**config.mk**
```make
export PLATFORM = sky130hd
export DESIGN_NAME = ssp_front
export DESIGN_NICKNAME = d
export VERILOG_FILES = /design/src/ssp_pkg.sv /design/src/ssp_front.sv
export SDC_FILE = /design/constraint.sdc
export NUM_CORES = 1
export LEC_CHECK = 0
export BUFFER_PORTS_ARGS = -buffer_cell sky130_fd_sc_hd__buf_4
export CORE_ASPECT_RATIO = 0.8
export CORE_MARGIN = 4
export CORE_UTILIZATION = 44
export DETAILED_ROUTE_END_ITERATION = 10
export HOLD_SLACK_MARGIN = 0.05
export PLACE_DENSITY = 0.88
export SLEW_MARGIN = 20
export SYNTH_ARGS = -nofsm -noshare
export SYNTH_HDL_FRONTEND = slang
export SYNTH_SLANG_ARGS = --single-unit
```
**constraint.sdc**
```tcl
create_clock -name clk -period 1.3 [get_ports clk]
set_clock_uncertainty 0.05 [all_clocks]
set_input_delay 0.065 -clock clk [delete_from_list [all_inputs] [get_ports clk]]
set_output_delay 0.065 -clock clk [all_outputs]
set_load 0.03 [all_outputs]
```
**src/ssp_pkg.sv**
```systemverilog
// Shared types, constants, coefficient tables and microprogram of the sound speed block.
package ssp_pkg;

  localparam int DEPTH_W = 14;
  localparam int TEMP_W  = 17;
  localparam int SAL_W   = 16;
  localparam int LAT_W   = 17;
  localparam int VEL_W   = 21;
  localparam int unsigned VEL_MAX = 2000000;
  localparam int QUEUE_DEPTH = 2;

  localparam int REG_AW   = 3;
  localparam int PC_W     = 6;
  localparam int NUM_UOPS = 53;
  localparam int K_COUNT  = 24;

  typedef logic signed [63:0] word_t;
  typedef logic [63:0] ktab_t [K_COUNT];

  typedef enum logic [1:0] {SH_20, SH_40, SH_60} shift_t;
  typedef enum logic [1:0] {SRC_REG, SRC_K60, SRC_K40, SRC_IN} src_t;
  typedef enum logic {OP_ADD, OP_MUL} op_t;
  typedef enum logic [1:0] {BK_IDLE, BK_FETCH, BK_EXEC, BK_MULW} back_state_t;

  typedef struct packed {
    src_t       kind;
    logic [4:0] idx;
  } opnd_t;

  typedef struct packed {
    op_t               op;
    opnd_t             a;
    opnd_t             b;
    logic [REG_AW-1:0] dst;
    shift_t            sh;
    logic              last;
  } uop_t;

  // one request as handed from front to back
  typedef struct packed {
    logic [DEPTH_W-1:0] depth;
    logic [TEMP_W-1:0]  temp;
    logic [SAL_W-1:0]   sal;
    logic               have;
    logic               held;
  } item_t;

  // coefficient indexes
  localparam logic [4:0] K_MILLI = 5'd0;
  localparam logic [4:0] K_LAT   = 5'd1;
  localparam logic [4:0] K_LIN   = 5'd2;
  localparam logic [4:0] K_QUAD  = 5'd3;
  localparam logic [4:0] K_KG    = 5'd4;
  localparam logic [4:0] K_C0    = 5'd5;
  localparam logic [4:0] K_T1    = 5'd6;
  localparam logic [4:0] K_T2    = 5'd7;
  localparam logic [4:0] K_T3    = 5'd8;
  localparam logic [4:0] K_S1    = 5'd9;
  localparam logic [4:0] K_S2    = 5'd10;
  localparam logic [4:0] K_P1    = 5'd11;
  localparam logic [4:0] K_P2    = 5'd12;
  localparam logic [4:0] K_P3    = 5'd13;
  localparam logic [4:0] K_TP    = 5'd14;
  localparam logic [4:0] K_A     = 5'd15;
  localparam logic [4:0] K_B     = 5'd16;
  localparam logic [4:0] K_C     = 5'd17;
  localparam logic [4:0] K_D     = 5'd18;
  localparam logic [4:0] K_E     = 5'd19;
  localparam logic [4:0] K_F     = 5'd20;
  localparam logic [4:0] K_G     = 5'd21;
  localparam logic [4:0] K_H     = 5'd22;
  localparam logic [4:0] K_J     = 5'd23;

  // input operand selectors
  localparam logic [4:0] IN_T        = 5'd0;
  localparam logic [4:0] IN_S        = 5'd1;
  localparam logic [4:0] IN_Z        = 5'd2;
  localparam logic [4:0] IN_LAT      = 5'd3;
  localparam logic [4:0] IN_ONE      = 5'd4;
  localparam logic [4:0] IN_THOUSAND = 5'd5;

  // scratch registers
  localparam logic [REG_AW-1:0] R_T = 3'd0;
  localparam logic [REG_AW-1:0] R_S = 3'd1;
  localparam logic [REG_AW-1:0] R_P = 3'd2;
  localparam logic [REG_AW-1:0] R_X = 3'd3;
  localparam logic [REG_AW-1:0] R_Y = 3'd4;
  localparam logic [REG_AW-1:0] R_V = 3'd5;

  localparam logic [63:0] K_NUM [K_COUNT] = '{
    64'd1, 64'd528, 64'd10052405, 64'd236, 64'd1019716, 64'd1402392,
    64'd501109398873, 64'd550946843172, 64'd221535969240, 64'd132952290781,
    64'd128955756844, 64'd156059257041, 64'd24499868841, 64'd8833923325,
    64'd635191613389, 64'd26548471661, 64'd159349479045, 64'd522116437,
    64'd438031096213, 64'd127562783426, 64'd1616744959, 64'd968403156410,
    64'd485639620015, 64'd340597039004};

  localparam logic [63:0] K_DEN [K_COUNT] = '{
    64'd1000, 64'd100000, 64'd10000000, 64'd100000000, 64'd10000000, 64'd1000,
    64'd100000000000, 64'd10000000000000, 64'd1000000000000000,
    64'd100000000000, 64'd1000000000000000, 64'd1000000000000,
    64'd1000000000000000, 64'd1000000000000000000, 64'd100000000000000,
    64'd1000000000000000000, 64'd100000000000000000, 64'd1000000000000000000,
    64'd1000000000000000000, 64'd10000000000000, 64'd1000000000000000000,
    64'd10000000000000000, 64'd100000000000000000, 64'd1000000000000000};

  localparam logic [K_COUNT-1:0] K_NEG = 24'b1001_1101_0010_0000_1000_0000;

  // round(num / den * 2^bits), ties up, by restoring long division
  function automatic logic [63:0] coef_calc(input logic [63:0] num, input logic [63:0] den,
                                            input logic neg, input int bits);
    logic [127:0] n;
    logic [127:0] q;
    logic [64:0]  r;
    logic [63:0]  mag;
    n = {64'd0, num} << bits;
    q = '0;
    r = '0;
    for (int i = 127; i >= 0; i--) begin
      r = {r[63:0], n[i]};
      if (r >= {1'b0, den}) begin
        r = r - {1'b0, den};
        q[i] = 1'b1;
      end
    end
    mag = q[63:0];
    if ({r[63:0], 1'b0} >= {1'b0, den}) begin
      mag = mag + 64'd1;
    end
    return neg ? (64'd0 - mag) : mag;
  endfunction

  function automatic ktab_t build_tab(input int bits);
    ktab_t t;
    for (int i = 0; i < K_COUNT; i++) begin
      t[i] = coef_calc(K_NUM[i], K_DEN[i], K_NEG[i], bits);
    end
    return t;
  endfunction

  localparam ktab_t K60_TAB = build_tab(60);
  localparam ktab_t K40_TAB = build_tab(40);

  function automatic opnd_t opr(input logic [REG_AW-1:0] i);
    return '{kind: SRC_REG, idx: 5'(i)};
  endfunction
  function automatic opnd_t ok60(input logic [4:0] i);
    return '{kind: SRC_K60, idx: i};
  endfunction
  function automatic opnd_t ok40(input logic [4:0] i);
    return '{kind: SRC_K40, idx: i};
  endfunction
  function automatic opnd_t oin(input logic [4:0] i);
    return '{kind: SRC_IN, idx: i};
  endfunction

  function automatic uop_t mul(input opnd_t a, input opnd_t b, input logic [REG_AW-1:0] d,
                               input shift_t sh);
    return '{op: OP_MUL, a: a, b: b, dst: d, sh: sh, last: 1'b0};
  endfunction
  function automatic uop_t add(input opnd_t a, input opnd_t b, input logic [REG_AW-1:0] d);
    return '{op: OP_ADD, a: a, b: b, dst: d, sh: SH_40, last: 1'b0};
  endfunction

  // pressure, then the speed polynomial term by term into R_V, then scale to mm/s
  function automatic uop_t uop_at(input logic [PC_W-1:0] pc);
    uop_t u;
    unique case (pc)
      6'd0:  u = mul(oin(IN_T), ok60(K_MILLI), R_T, SH_20);
      6'd1:  u = mul(oin(IN_S), ok60(K_MILLI), R_S, SH_20);
      6'd2:  u = mul(ok60(K_LAT), oin(IN_LAT), R_P, SH_60);
      6'd3:  u = add(oin(IN_ONE), opr(R_P), R_P);
      6'd4:  u = mul(ok60(K_LIN), oin(IN_Z), R_X, SH_60);
      6'd5:  u = mul(opr(R_X), opr(R_P), R_X, SH_40);
      6'd6:  u = mul(ok60(K_QUAD), oin(IN_Z), R_Y, SH_60);
      6'd7:  u = mul(opr(R_Y), oin(IN_Z), R_Y, SH_40);
      6'd8:  u = add(opr(R_X), opr(R_Y), R_X);
      6'd9:  u = mul(ok60(K_KG), opr(R_X), R_P, SH_60);
      6'd10: u = mul(ok60(K_T3), opr(R_T), R_X, SH_60);
      6'd11: u = add(ok40(K_T2), opr(R_X), R_X);
      6'd12: u = mul(opr(R_T), opr(R_X), R_X, SH_40);
      6'd13: u = add(ok40(K_T1), opr(R_X), R_X);
      6'd14: u = mul(opr(R_T), opr(R_X), R_X, SH_40);
      6'd15: u = add(ok40(K_C0), opr(R_X), R_V);
      6'd16: u = mul(ok60(K_S2), opr(R_S), R_X, SH_60);
      6'd17: u = add(ok40(K_S1), opr(R_X), R_X);
      6'd18: u = mul(opr(R_S), opr(R_X), R_X, SH_40);
      6'd19: u = add(opr(R_V), opr(R_X), R_V);
      6'd20: u = mul(ok60(K_P3), opr(R_P), R_X, SH_60);
      6'd21: u = add(ok40(K_P2), opr(R_X), R_X);
      6'd22: u = mul(opr(R_P), opr(R_X), R_X, SH_40);
      6'd23: u = add(ok40(K_P1), opr(R_X), R_X);
      6'd24: u = mul(opr(R_P), opr(R_X), R_X, SH_40);
      6'd25: u = add(opr(R_V), opr(R_X), R_V);
      6'd26: u = mul(ok60(K_A), opr(R_T), R_X, SH_60);
      6'd27: u = add(ok40(K_B), opr(R_X), R_X);
      6'd28: u = mul(ok60(K_C), opr(R_P), R_Y, SH_60);
      6'd29: u = add(opr(R_X), opr(R_Y), R_X);
      6'd30: u = mul(opr(R_P), opr(R_X), R_X, SH_40);
      6'd31: u = add(ok40(K_TP), opr(R_X), R_X);
      6'd32: u = mul(ok60(K_D), opr(R_T), R_Y, SH_60);
      6'd33: u = mul(opr(R_Y), opr(R_T), R_Y, SH_40);
      6'd34: u = add(opr(R_X), opr(R_Y), R_X);
      6'd35: u = mul(opr(R_P), opr(R_X), R_X, SH_40);
      6'd36: u = mul(ok60(K_E), opr(R_S), R_Y, SH_60);
      6'd37: u = add(opr(R_Y), opr(R_X), R_X);
      6'd38: u = mul(opr(R_T), opr(R_X), R_X, SH_40);
      6'd39: u = add(opr(R_V), opr(R_X), R_V);
      6'd40: u = mul(ok60(K_H), opr(R_S), R_X, SH_60);
      6'd41: u = add(opr(R_X), ok40(K_J), R_X);
      6'd42: u = mul(opr(R_P), opr(R_X), R_X, SH_40);
      6'd43: u = mul(ok60(K_G), opr(R_T), R_Y, SH_60);
      6'd44: u = add(opr(R_Y), opr(R_X), R_X);
      6'd45: u = mul(opr(R_T), opr(R_X), R_X, SH_40);
      6'd46: u = mul(ok60(K_F), opr(R_S), R_Y, SH_60);
      6'd47: u = mul(opr(R_Y), opr(R_P), R_Y, SH_40);
      6'd48: u = mul(opr(R_Y), opr(R_P), R_Y, SH_40);
      6'd49: u = add(opr(R_Y), opr(R_X), R_X);
      6'd50: u = mul(opr(R_S), opr(R_X), R_X, SH_40);
      6'd51: u = add(opr(R_V), opr(R_X), R_V);
      6'd52: begin
        u = mul(opr(R_V), oin(IN_THOUSAND), R_X, SH_40);
        u.last = 1'b1;
      end
      default: u = add(opr(R_X), opr(R_X), R_X);
    endcase
    return u;
  endfunction

endpackage

```
**src/ssp_front.sv**
```systemverilog
// Front end: takes requests, tracks the held sample and classifies each level.
module ssp_front (
  input  logic                         clk,
  input  logic                         rst,
  input  logic                         req_valid,
  output logic                         req_stall,
  input  logic [ssp_pkg::DEPTH_W-1:0]  depth_m,
  input  logic signed [ssp_pkg::TEMP_W-1:0] temperature_mc,
  input  logic [ssp_pkg::SAL_W-1:0]    salinity_mpsu,
  input  logic                         sample_valid,
  input  logic                         profile_start,
  input  logic                         q_full,
  output logic                         q_push,
  output ssp_pkg::item_t               q_item
);

  logic [ssp_pkg::TEMP_W-1:0] held_temperature, held_temperature_next;
  logic [ssp_pkg::SAL_W-1:0]  held_salinity, held_salinity_next;
  logic                       have_sample, have_sample_next;
  logic                       base_have;

  assign req_stall = q_full;
  assign q_push    = req_valid && !q_full;

  always_comb begin
    // a new profile drops the held sample before this level is looked at
    base_have             = profile_start ? 1'b0 : have_sample;
    held_temperature_next = profile_start ? '0 : held_temperature;
    held_salinity_next    = profile_start ? '0 : held_salinity;
    if (sample_valid) begin
      held_temperature_next = temperature_mc;
      held_salinity_next    = salinity_mpsu;
    end
    have_sample_next = sample_valid || base_have;
    q_item.depth = depth_m;
    q_item.temp  = held_temperature_next;
    q_item.sal   = held_salinity_next;
    q_item.have  = have_sample_next;
    q_item.held  = !sample_valid && base_have;
  end

  always_ff @(posedge clk) begin
    if (rst) begin
      held_temperature <= '0;
      held_salinity    <= '0;
      have_sample      <= 1'b0;
    end else if (q_push) begin
      held_temperature <= held_temperature_next;
      held_salinity    <= held_salinity_next;
      have_sample      <= have_sample_next;
    end
  end

endmodule

```
==> results.cfg <==
[timing]
period_share = 0.865
drv_slew = 0
rsz0062_at_grt = false
hold_viol = 0
relSlewSlack = 0.695
worst_pin_slew_ns = 0.456
fin_setup_tns_ns = 0
fmax_mhz = 889
setup_viol = 0
period_minus_slack_ns = 1.13

[detailed_routing]
wl_per_cell_um = 13.3
num_vias = 1602
drc_errors = 0
vias_per_cell = 5.05
wirelength_um = 4220
first_pass_iters = 4
drtIter0Drc = 47
ant_nets = 0

[yosys]
muxShareOfSynthArea = 0
synth_area_sq_um = 1800
synth_seq_cells = 34
synth_cell_types = 14
synth_xor_xnor_area_share = 0
synthAdderAreaFrac = 0
syn_nets = 263
synth_top_family_by_area = compound AO/OA/AOI/OAI gates
synthSimpleGateAreaFrac = 0.0279
ys.flop_type = dfxtp_1
yosysSeqAreaShare = 0.379
synth_common_cells = dfxtp_1 (34), inv_1 (34), a21oi_1 (33), a22o_1 (33), o21a_1 (33)
ys_warn_count = 0
synth_compound_area_frac = 0.391
yosysTopAreaCellShare = 0.379
syn_inst = 210
yosys-top-cells-area = dfxtp_1 (38%), a22o_1 (16%), o21a_1 (14%), a21oi_1 (9.2%), buf_4 (7.1%)
synth_top_area_cell = dfxtp_1
synth-async-reset-ratio = 0
synth_edf_count = 0
postSynthAreaPerCell_sq_um = 8.55

[floorplan]
die_w_um = 79.4
io_pins = 104
fp.dieH_um = 65.1
core_area_sq_um = 3850
rows = 20
fp.dieArea_sq_um = 5170
initial_utilization = 0.466

[clock_network]
cts_max_level = 2
cts_inserted_buffers = 5
cts-root-buf = clkbuf_8
clock_path_buffers = 2
cts_hold_buffers = 0
cts_tree = done
cts_resized = 1
clkSinkCount = 34
post-cts-setup-buffer-count = 0
insertion_delay_ns = 0.28

[global_route]
grt_pass1_wl_um = 6940
grt_max_degree = 37
antenna_found_initial = 0
grt-ovfl-total = 0
track_usage = 0.169
grt_pass1_vias = 1536

[placed_design]
dpl_cell_area_sq_um = 2220
gp_congestion = 0.692
portBuffers = 75
hpwlAfterDp_um = 2800

[setup_path]
crit_top_cell = buf_4
r2r_start = have_sample
reg2reg_slack_ns = 0.42
required_ns = 1.19
start_kind = input pin
path_max_fanout = 17
cp-startpoint = profile_start
cp-end-kind = output port
worstPathArrival_ns = 1.01
slowest_delay_ns = 0.39
crit_chain = buf_4, nor2_4, a22o_1, buf_4
worstSetupPathType = in -> out
crit_slowest_cell = nor2_4

[finish]
nets = 314
drive_gt1_frac = 0.340
area_growth_pct = 30.2
diodes = 0
design_area_sq_um = 2340

[power]
power.total_mw = 2.71
p_leak_nw = 1.05
peakVddDrop_v = 0.000700
p_per_area_nw_per_um2 = 1160

[hold_path]
hold_class = in -> out
hold_path.startpoint = depth_m[2]

[run]
maxCapViolCount = 0

[outcome]
status = complete, no violations
==> worst max-delay path: cells and delay by family <==
family                 cells  cell delay (ns)
and+or+nand+nor            1             0.39
buffers and inverters      2             0.31
AOI/OAI and AO/OA          1             0.24
==> layout by cell type (no fill, tap or decap), drive strengths merged <==
cell type	synthesis	layout
nor2	3	4
a22o	33	33
clkbuf	6	8
a21oi	33	33
nor3b	1	1
nand2b	3	3
o21a	33	33
dfxtp	34	34
buf	29	78
inv	34	34
nor3	1	1
==> report_power, final <==
part           leakage (nW)  switching (mW)  internal (mW)  total [mW]
Clock                0.0575           0.361          0.535       0.895
Combinational         0.708           0.373          0.299       0.671
Sequential            0.280          0.0348           1.11        1.15
==> kinds of logic after synthesis <==
family	after synthesis
AOI/OAI and AO/OA	99
DFF	34
and+or+nand+nor	8
buffers and inverters	69
==> stage by stage <==
step,setup WS (ns),util,hold WS (ns),std cells
after floorplan,0.228,-,0.212,210
after global placement,-0.0558,0.575,0.0802,308
after detailed placement,-0.0680,0.575,0.0802,308
after CTS,0.141,0.607,0.0744,317
after global routing,0.102,0.607,0.0801,317
final,0.175,0.607,0.0800,317
==> worst paths after layout <==
check                                    to  cells past startpoint
worst min-delay path             q_item[37]                      0
worst max register to register  have_sample                      3
worst max-delay path             q_item[13]                      4
worst min register to register  have_sample                      2
==> per-layer routing <==
metal,share of wire,track usage,up-vias
li1,-,-,804
met1,0.43,0.201,735
met2,0.46,0.278,56
met3,0.095,0.0658,7
met4,0.012,0.0579,0
met5,0,0,-
==> sequential cells by signal, summed over array words and instances (netlist names) <==
register,flops
have_sample,1
held_salinity,16
held_temperature,17
==> final cells by class <==
cell class | count | area, sq um
Clock buffer | 8 | 110
Timing Repair Buffer | 78 | 586
Fill cell | 351 | 1520
Inverter | 34 | 128
Multi-Input combinational cell | 108 | 766
Tap cell | 55 | 68.8
Sequential cell | 34 | 681
No activity file was read; power rests on OpenSTA's default activity.
