<file path="src/ssp_pkg.sv">
// Shared types, constants, coefficient tables and microprogram of the sound speed block.
package ssp_pkg;

  localparam int DEPTH_W = 14;
  localparam int TEMP_W  = 17;
  localparam int SAL_W   = 16;
  localparam int LAT_W   = 17;
  localparam int VEL_W   = 21;
  localparam int unsigned VEL_MAX = 2000000;
  localparam int QUEUE_DEPTH = 2;

  localparam int REG_AW   = 3;
  localparam int PC_W     = 6;
  localparam int NUM_UOPS = 53;
  localparam int K_COUNT  = 24;

  typedef logic signed [63:0] word_t;
  typedef logic [63:0] ktab_t [K_COUNT];

  typedef enum logic [1:0] {SH_20, SH_40, SH_60} shift_t;
  typedef enum logic [1:0] {SRC_REG, SRC_K60, SRC_K40, SRC_IN} src_t;
  typedef enum logic {OP_ADD, OP_MUL} op_t;
  typedef enum logic [1:0] {BK_IDLE, BK_FETCH, BK_EXEC, BK_MULW} back_state_t;

  typedef struct packed {
    src_t       kind;
    logic [4:0] idx;
  } opnd_t;

  typedef struct packed {
    op_t               op;
    opnd_t             a;
    opnd_t             b;
    logic [REG_AW-1:0] dst;
    shift_t            sh;
    logic              last;
  } uop_t;

  // one request as handed from front to back
  typedef struct packed {
    logic [DEPTH_W-1:0] depth;
    logic [TEMP_W-1:0]  temp;
    logic [SAL_W-1:0]   sal;
    logic               have;
    logic               held;
  } item_t;

  // coefficient indexes
  localparam logic [4:0] K_MILLI = 5'd0;
  localparam logic [4:0] K_LAT   = 5'd1;
  localparam logic [4:0] K_LIN   = 5'd2;
  localparam logic [4:0] K_QUAD  = 5'd3;
  localparam logic [4:0] K_KG    = 5'd4;
  localparam logic [4:0] K_C0    = 5'd5;
  localparam logic [4:0] K_T1    = 5'd6;
  localparam logic [4:0] K_T2    = 5'd7;
  localparam logic [4:0] K_T3    = 5'd8;
  localparam logic [4:0] K_S1    = 5'd9;
  localparam logic [4:0] K_S2    = 5'd10;
  localparam logic [4:0] K_P1    = 5'd11;
  localparam logic [4:0] K_P2    = 5'd12;
  localparam logic [4:0] K_P3    = 5'd13;
  localparam logic [4:0] K_TP    = 5'd14;
  localparam logic [4:0] K_A     = 5'd15;
  localparam logic [4:0] K_B     = 5'd16;
  localparam logic [4:0] K_C     = 5'd17;
  localparam logic [4:0] K_D     = 5'd18;
  localparam logic [4:0] K_E     = 5'd19;
  localparam logic [4:0] K_F     = 5'd20;
  localparam logic [4:0] K_G     = 5'd21;
  localparam logic [4:0] K_H     = 5'd22;
  localparam logic [4:0] K_J     = 5'd23;

  // input operand selectors
  localparam logic [4:0] IN_T        = 5'd0;
  localparam logic [4:0] IN_S        = 5'd1;
  localparam logic [4:0] IN_Z        = 5'd2;
  localparam logic [4:0] IN_LAT      = 5'd3;
  localparam logic [4:0] IN_ONE      = 5'd4;
  localparam logic [4:0] IN_THOUSAND = 5'd5;

  // scratch registers
  localparam logic [REG_AW-1:0] R_T = 3'd0;
  localparam logic [REG_AW-1:0] R_S = 3'd1;
  localparam logic [REG_AW-1:0] R_P = 3'd2;
  localparam logic [REG_AW-1:0] R_X = 3'd3;
  localparam logic [REG_AW-1:0] R_Y = 3'd4;
  localparam logic [REG_AW-1:0] R_V = 3'd5;

  localparam logic [63:0] K_NUM [K_COUNT] = '{
    64'd1, 64'd528, 64'd10052405, 64'd236, 64'd1019716, 64'd1402392,
    64'd501109398873, 64'd550946843172, 64'd221535969240, 64'd132952290781,
    64'd128955756844, 64'd156059257041, 64'd24499868841, 64'd8833923325,
    64'd635191613389, 64'd26548471661, 64'd159349479045, 64'd522116437,
    64'd438031096213, 64'd127562783426, 64'd1616744959, 64'd968403156410,
    64'd485639620015, 64'd340597039004};

  localparam logic [63:0] K_DEN [K_COUNT] = '{
    64'd1000, 64'd100000, 64'd10000000, 64'd100000000, 64'd10000000, 64'd1000,
    64'd100000000000, 64'd10000000000000, 64'd1000000000000000,
    64'd100000000000, 64'd1000000000000000, 64'd1000000000000,
    64'd1000000000000000, 64'd1000000000000000000, 64'd100000000000000,
    64'd1000000000000000000, 64'd100000000000000000, 64'd1000000000000000000,
    64'd1000000000000000000, 64'd10000000000000, 64'd1000000000000000000,
    64'd10000000000000000, 64'd100000000000000000, 64'd1000000000000000};

  localparam logic [K_COUNT-1:0] K_NEG = 24'b1001_1101_0010_0000_1000_0000;

  // round(num / den * 2^bits), ties up, by restoring long division
  function automatic logic [63:0] coef_calc(input logic [63:0] num, input logic [63:0] den,
                                            input logic neg, input int bits);
    logic [127:0] n;
    logic [127:0] q;
    logic [64:0]  r;
    logic [63:0]  mag;
    n = {64'd0, num} << bits;
    q = '0;
    r = '0;
    for (int i = 127; i >= 0; i--) begin
      r = {r[63:0], n[i]};
      if (r >= {1'b0, den}) begin
        r = r - {1'b0, den};
        q[i] = 1'b1;
      end
    end
    mag = q[63:0];
    if ({r[63:0], 1'b0} >= {1'b0, den}) begin
      mag = mag + 64'd1;
    end
    return neg ? (64'd0 - mag) : mag;
  endfunction

  function automatic ktab_t build_tab(input int bits);
    ktab_t t;
    for (int i = 0; i < K_COUNT; i++) begin
      t[i] = coef_calc(K_NUM[i], K_DEN[i], K_NEG[i], bits);
    end
    return t;
  endfunction

  localparam ktab_t K60_TAB = build_tab(60);
  localparam ktab_t K40_TAB = build_tab(40);

  function automatic opnd_t opr(input logic [REG_AW-1:0] i);
    return '{kind: SRC_REG, idx: 5'(i)};
  endfunction
  function automatic opnd_t ok60(input logic [4:0] i);
    return '{kind: SRC_K60, idx: i};
  endfunction
  function automatic opnd_t ok40(input logic [4:0] i);
    return '{kind: SRC_K40, idx: i};
  endfunction
  function automatic opnd_t oin(input logic [4:0] i);
    return '{kind: SRC_IN, idx: i};
  endfunction

  function automatic uop_t mul(input opnd_t a, input opnd_t b, input logic [REG_AW-1:0] d,
                               input shift_t sh);
    return '{op: OP_MUL, a: a, b: b, dst: d, sh: sh, last: 1'b0};
  endfunction
  function automatic uop_t add(input opnd_t a, input opnd_t b, input logic [REG_AW-1:0] d);
    return '{op: OP_ADD, a: a, b: b, dst: d, sh: SH_40, last: 1'b0};
  endfunction

  // pressure, then the speed polynomial term by term into R_V, then scale to mm/s
  function automatic uop_t uop_at(input logic [PC_W-1:0] pc);
    uop_t u;
    unique case (pc)
      6'd0:  u = mul(oin(IN_T), ok60(K_MILLI), R_T, SH_20);
      6'd1:  u = mul(oin(IN_S), ok60(K_MILLI), R_S, SH_20);
      6'd2:  u = mul(ok60(K_LAT), oin(IN_LAT), R_P, SH_60);
      6'd3:  u = add(oin(IN_ONE), opr(R_P), R_P);
      6'd4:  u = mul(ok60(K_LIN), oin(IN_Z), R_X, SH_60);
      6'd5:  u = mul(opr(R_X), opr(R_P), R_X, SH_40);
      6'd6:  u = mul(ok60(K_QUAD), oin(IN_Z), R_Y, SH_60);
      6'd7:  u = mul(opr(R_Y), oin(IN_Z), R_Y, SH_40);
      6'd8:  u = add(opr(R_X), opr(R_Y), R_X);
      6'd9:  u = mul(ok60(K_KG), opr(R_X), R_P, SH_60);
      6'd10: u = mul(ok60(K_T3), opr(R_T), R_X, SH_60);
      6'd11: u = add(ok40(K_T2), opr(R_X), R_X);
      6'd12: u = mul(opr(R_T), opr(R_X), R_X, SH_40);
      6'd13: u = add(ok40(K_T1), opr(R_X), R_X);
      6'd14: u = mul(opr(R_T), opr(R_X), R_X, SH_40);
      6'd15: u = add(ok40(K_C0), opr(R_X), R_V);
      6'd16: u = mul(ok60(K_S2), opr(R_S), R_X, SH_60);
      6'd17: u = add(ok40(K_S1), opr(R_X), R_X);
      6'd18: u = mul(opr(R_S), opr(R_X), R_X, SH_40);
      6'd19: u = add(opr(R_V), opr(R_X), R_V);
      6'd20: u = mul(ok60(K_P3), opr(R_P), R_X, SH_60);
      6'd21: u = add(ok40(K_P2), opr(R_X), R_X);
      6'd22: u = mul(opr(R_P), opr(R_X), R_X, SH_40);
      6'd23: u = add(ok40(K_P1), opr(R_X), R_X);
      6'd24: u = mul(opr(R_P), opr(R_X), R_X, SH_40);
      6'd25: u = add(opr(R_V), opr(R_X), R_V);
      6'd26: u = mul(ok60(K_A), opr(R_T), R_X, SH_60);
      6'd27: u = add(ok40(K_B), opr(R_X), R_X);
      6'd28: u = mul(ok60(K_C), opr(R_P), R_Y, SH_60);
      6'd29: u = add(opr(R_X), opr(R_Y), R_X);
      6'd30: u = mul(opr(R_P), opr(R_X), R_X, SH_40);
      6'd31: u = add(ok40(K_TP), opr(R_X), R_X);
      6'd32: u = mul(ok60(K_D), opr(R_T), R_Y, SH_60);
      6'd33: u = mul(opr(R_Y), opr(R_T), R_Y, SH_40);
      6'd34: u = add(opr(R_X), opr(R_Y), R_X);
      6'd35: u = mul(opr(R_P), opr(R_X), R_X, SH_40);
      6'd36: u = mul(ok60(K_E), opr(R_S), R_Y, SH_60);
      6'd37: u = add(opr(R_Y), opr(R_X), R_X);
      6'd38: u = mul(opr(R_T), opr(R_X), R_X, SH_40);
      6'd39: u = add(opr(R_V), opr(R_X), R_V);
      6'd40: u = mul(ok60(K_H), opr(R_S), R_X, SH_60);
      6'd41: u = add(opr(R_X), ok40(K_J), R_X);
      6'd42: u = mul(opr(R_P), opr(R_X), R_X, SH_40);
      6'd43: u = mul(ok60(K_G), opr(R_T), R_Y, SH_60);
      6'd44: u = add(opr(R_Y), opr(R_X), R_X);
      6'd45: u = mul(opr(R_T), opr(R_X), R_X, SH_40);
      6'd46: u = mul(ok60(K_F), opr(R_S), R_Y, SH_60);
      6'd47: u = mul(opr(R_Y), opr(R_P), R_Y, SH_40);
      6'd48: u = mul(opr(R_Y), opr(R_P), R_Y, SH_40);
      6'd49: u = add(opr(R_Y), opr(R_X), R_X);
      6'd50: u = mul(opr(R_S), opr(R_X), R_X, SH_40);
      6'd51: u = add(opr(R_V), opr(R_X), R_V);
      6'd52: begin
        u = mul(opr(R_V), oin(IN_THOUSAND), R_X, SH_40);
        u.last = 1'b1;
      end
      default: u = add(opr(R_X), opr(R_X), R_X);
    endcase
    return u;
  endfunction

endpackage

</file>
<file path="src/ssp_queue.sv">
// Short queue between the front and back ends.
module ssp_queue #(
  parameter int DEPTH = ssp_pkg::QUEUE_DEPTH
) (
  input  logic           clk,
  input  logic           rst,
  input  logic           push,
  input  ssp_pkg::item_t push_item,
  input  logic           pop,
  output logic           full,
  output logic           not_empty,
  output ssp_pkg::item_t head
);

  localparam int PTR_W = (DEPTH > 1) ? $clog2(DEPTH) : 1;
  localparam int CNT_W = $clog2(DEPTH + 1);

  ssp_pkg::item_t   slots [DEPTH];
  logic [PTR_W-1:0] wr_ptr, rd_ptr;
  logic [CNT_W-1:0] count;

  assign full      = (count == CNT_W'(DEPTH));
  assign not_empty = (count != '0);
  assign head      = slots[rd_ptr];

  always_ff @(posedge clk) begin
    if (push) begin
      slots[wr_ptr] <= push_item;
    end
  end

  always_ff @(posedge clk) begin
    if (rst) begin
      wr_ptr <= '0;
      rd_ptr <= '0;
      count  <= '0;
    end else begin
      if (push) begin
        wr_ptr <= (wr_ptr == PTR_W'(DEPTH - 1)) ? '0 : wr_ptr + PTR_W'(1);
      end
      if (pop) begin
        rd_ptr <= (rd_ptr == PTR_W'(DEPTH - 1)) ? '0 : rd_ptr + PTR_W'(1);
      end
      if (push && !pop) begin
        count <= count + CNT_W'(1);
      end else if (pop && !push) begin
        count <= count - CNT_W'(1);
      end
    end
  end

endmodule

</file>
<file path="config.mk">
export PLATFORM = sky130hd
export DESIGN_NAME = ssp_queue
export DESIGN_NICKNAME = d
export VERILOG_FILES = /design/src/ssp_pkg.sv /design/src/ssp_queue.sv
export SDC_FILE = /design/constraint.sdc
export NUM_CORES = 1
export LEC_CHECK = 0
export BUFFER_PORTS_ARGS = -buffer_cell sky130_fd_sc_hd__buf_4
export CAP_MARGIN = 20
export CORE_ASPECT_RATIO = 1.25
export CORE_MARGIN = 2
export CORE_UTILIZATION = 55
export DETAILED_ROUTE_END_ITERATION = 16
export PLACE_DENSITY = 0.83
export SLEW_MARGIN = 15
export SYNTH_ARGS = -nofsm -noshare
export SYNTH_HDL_FRONTEND = slang
export SYNTH_SLANG_ARGS = --single-unit
</file>
<file path="constraint.sdc">
create_clock -name clk -period 5.1 [get_ports clk]
set_input_delay 1.02 -clock clk [delete_from_list [all_inputs] [get_ports clk]]
set_output_delay 1.02 -clock clk [all_outputs]
set_load 0.02 [all_outputs]
</file>
==> summary.md <==
| Metric | Value |
|---|---|
| Status | `complete, no violations` |
| Max-cap violations | `0` |
| Area contributors post-synth | `edfxtp_1, mux2_2, dfxtp_1` |
| Crit-path max FO | `31` |
| Mapped Nets | `228` |
| Worst Max-Slew Pin Slew | `0.873 ns` |
| Switching Power | `just over 400 uW` |
| Layout net count | `340` |
| Antenna cells | `0` |
| I/O Pins | `roughly 100` |
| Share of the synthesized area in the top cell type | `about 79%` |
| Largest area contributor in the netlist | `edfxtp_1` |
| I/O Buffers | `around 100` |
| Die footprint | `between 7000 and 8000 um2` |
| Overflow after GRT | `0` |
| First-pass GRT wire length | `about 9500 um` |
| Worst EP arrival | `between 1.5 and 2 ns` |
| Period utilisation layout | `55.7%` |
| Pwr dens | `354 nW/um2` |
| Slew HR | `a little over two fifths` |
| F_max | `around 0.35 GHz` |
| Commonest cells post-synth | `edfxtp_1, mux2_2, dfxtp_1, nor2_1, buf_2` |
| DR DRC count | `0` |
| Clk sink count | `103` |
| Crit-path max cell delay | `~0.66 ns` |
| Hold violation count in the final report | `0` |
| Combinational share of power | `16.1%` |
| Syn. warnings | `0` |
| Syn-to-layout area delta | `28.7%` |
| Starting Density | `57.0%` |
| Syn_area_per_cell | `21.5 um2` |
| Post-CTS Hold Buffers | `0` |
| Async S/R FF share, synth | `0%` |
| Clock Skew | `0.00705 ns` |
| Hold path cells | `2` |
| Clock Tree Buf Depth | `2` |
| Die Wd | `77.8 um` |
| EDFF count, synth | `98` |
| Slew Viols, Final | `0` |
| Seq pwr share | `approximately 60%` |
| # H-tree levels | `3` |
| CTS tree | `done` |
| Distinct cell type count after synthesis | `17` |
| Drt first pass iters | `4` |
| Post-Syn Area | `between 3000 and 4000 um2` |
| R2R cell count | `2` |
| Mapped Cells | `between 150 and 200` |
| Clock buffers created by TritonCTS | `9` |
| Fin Setup TNS | `0 ns` |
| Startpoint Class | `flip-flop` |
| HPWL Detailed | `~4200 um` |
| Top-count cell post-synth | `edfxtp_1` |
| Leakage dissipation | `0.00180 uW` |
| Vias per inst | `5.06` |
| Worst-path clk slew | `about 0.09 ns` |
| WP depth | `3` |
| Layout cells sized above 1 | `59.5%` |
| Int Pwr | `roughly 1300 uW` |
| Setup slack at placement | `~2.5 ns` |
| Synth Flop Type | `edfxtp_1` |
| Root Driver | `clkbuf_8` |
| Max VDD drop | `approximately 220 uV` |
| Post-DR wirelength/cell | `around 16 um` |
| Latest clock arrival within the worst-skew pair | `between 0.3 and 0.4 ns` |
| CP delay by family, top | `flip-flops` |
| Core Area | `about 6600 um2` |
| Min Tclk post-route | `about 2.8 ns` |
| GPL Wtd Cong | `0.675` |
| Number of global-route vias before repair | `roughly 2000` |
| Worst path slowest cell | `dfxtp_2` |
| Antenna viol nets, final | `0` |
| Pwr Total | `approximately 1700 uW` |
| GRT Util Overall | `between 15 and 20%` |
| Setup violators final | `0` |
| Row Count | `33` |
| CP Capture Type | `output pin` |
| Worst path bufs/invs | `2` |
| Flip-flop and latch count after synthesis | `103` |
| Via count | `1914` |
| Switching fraction of total power | `~24%` |
| Final setup margin | `between 2 and 2.5 ns` |
| Initial antenna violation count | `0` |
| Hold Path Class | `reg -> reg` |
| Die height | `between 90 and 100 um` |
| Setup repair after global routing missed its margin | `false` |
| Sequential share of the synthesized area | `81.3%` |
| Crit-path cells | `buf_12, mux2_2, buf_4` |
| Kind of critical path | `reg -> out` |
| Largest net degree at the start of global routing | `32` |
| WP data required | `4.08 ns` |
| CTS resizes | `0` |
| Drt initial violations | `between 70 and 80` |
| Clock Power Share | `25.1%` |
| Post-CTS Setup Inserts | `0` |
| Final WL | `6230 um` |
-- cell families (layout without fill, tap and decap cells) --
| group | after synthesis | after routing | share of synthesized area (%) |
|---|---|---|---|
| AND/OR/NAND/NOR | 9 | 9 | 1.30 |
| AO/OA/AOI/OAI | 2 | 2 | 0.267 |
| adder cells (fa/ha/maj) | 1 | 1 | 0.334 |
| XOR/XNOR | 4 | 4 | 0.936 |
| multiplexers | 49 | 49 | 14.7 |
| buffers and inverters | 6 | 123 | 1.10 |
| flip-flops | 103 | 103 | 81.3 |
-- power by group through the flow --
stage / clock network [uW] / registers (uW) / logic (uW)
final: 428 / 1000 / 275
after global routing: 473 / 1010 / 292
after CTS: 439 / 1000 / 279
after detailed placement: 0 / 1020 / 277
after global placement: 0 / 1030 / 258
after floorplan: 0 / 1020 / 157
-- state kept, by name, indices dropped and copies added (netlist names), named ones only --
register	count
wr_ptr	1
slots	98
rd_ptr	1
count	2
-- worst min-delay path, cell delays in order, from the launching register on --
cell     delay, ns
dfxtp_1       0.34
o21ai_0       0.08
a21oi_1       0.06
-- cell usage in the layout, fill, tap and decap left out, types with 2 or more instances in the layout --
cell,n
buf_4,104
edfxtp_1,98
mux2_2,49
clkbuf_8,9
nor2_1,4
dfxtp_1,4
xor2_1,2
xnor2_1,2
clkinv_1,2
clkinvlp_4,2
-- area by class of cell --
type                       instances  area [um2]
clock buffer                      10         128
clock inverter                     6        36.3
fill                             423        1750
inverter                           1        3.75
multi-input combinational         65         667
sequential                       103        3040
tap                               87         109
timing repair buffer             106         828
-- path summary, 6_finish.rpt --
check / endpoint / from / slack, ns
worst max-delay path: head[43] / flip-flop / 2.26
worst min-delay path: count[1] / count[1] / 0.51
worst max register to register: slots[0][11] / wr_ptr / 3.31
worst min register to register: count[1] / count[1] / 0.51
-- layer usage --
metal	vias up	share of wire [%]	GRT usage, %	routed length (um)
li1	902	-	-	-
met1	932	39	19.6	2450
met2	72	53	30.3	3290
met3	8	6.5	4.97	406
met4	0	1.2	8.04	76
met5	-	0	0	0
-- per-stage QoR --
| stage | utilization [%] | instance area [um2] | instances | hold WS, ns |
|---|---|---|---|---|
| 3_3_place_gp | 70.1 | 4600 | 360 | 0.477 |
| 5_1_grt | 73.4 | 4820 | 378 | 0.563 |
| 3_5_place_dp | 70.9 | 4650 | 362 | 0.488 |
| 4_1_cts | 73.4 | 4820 | 378 | 0.506 |
| 2_1_floorplan | - | 3740 | 174 | 0.456 |
| 6_report | 73.4 | 4820 | 378 | 0.512 |
Note: power is estimated with default switching activity, not from simulation.
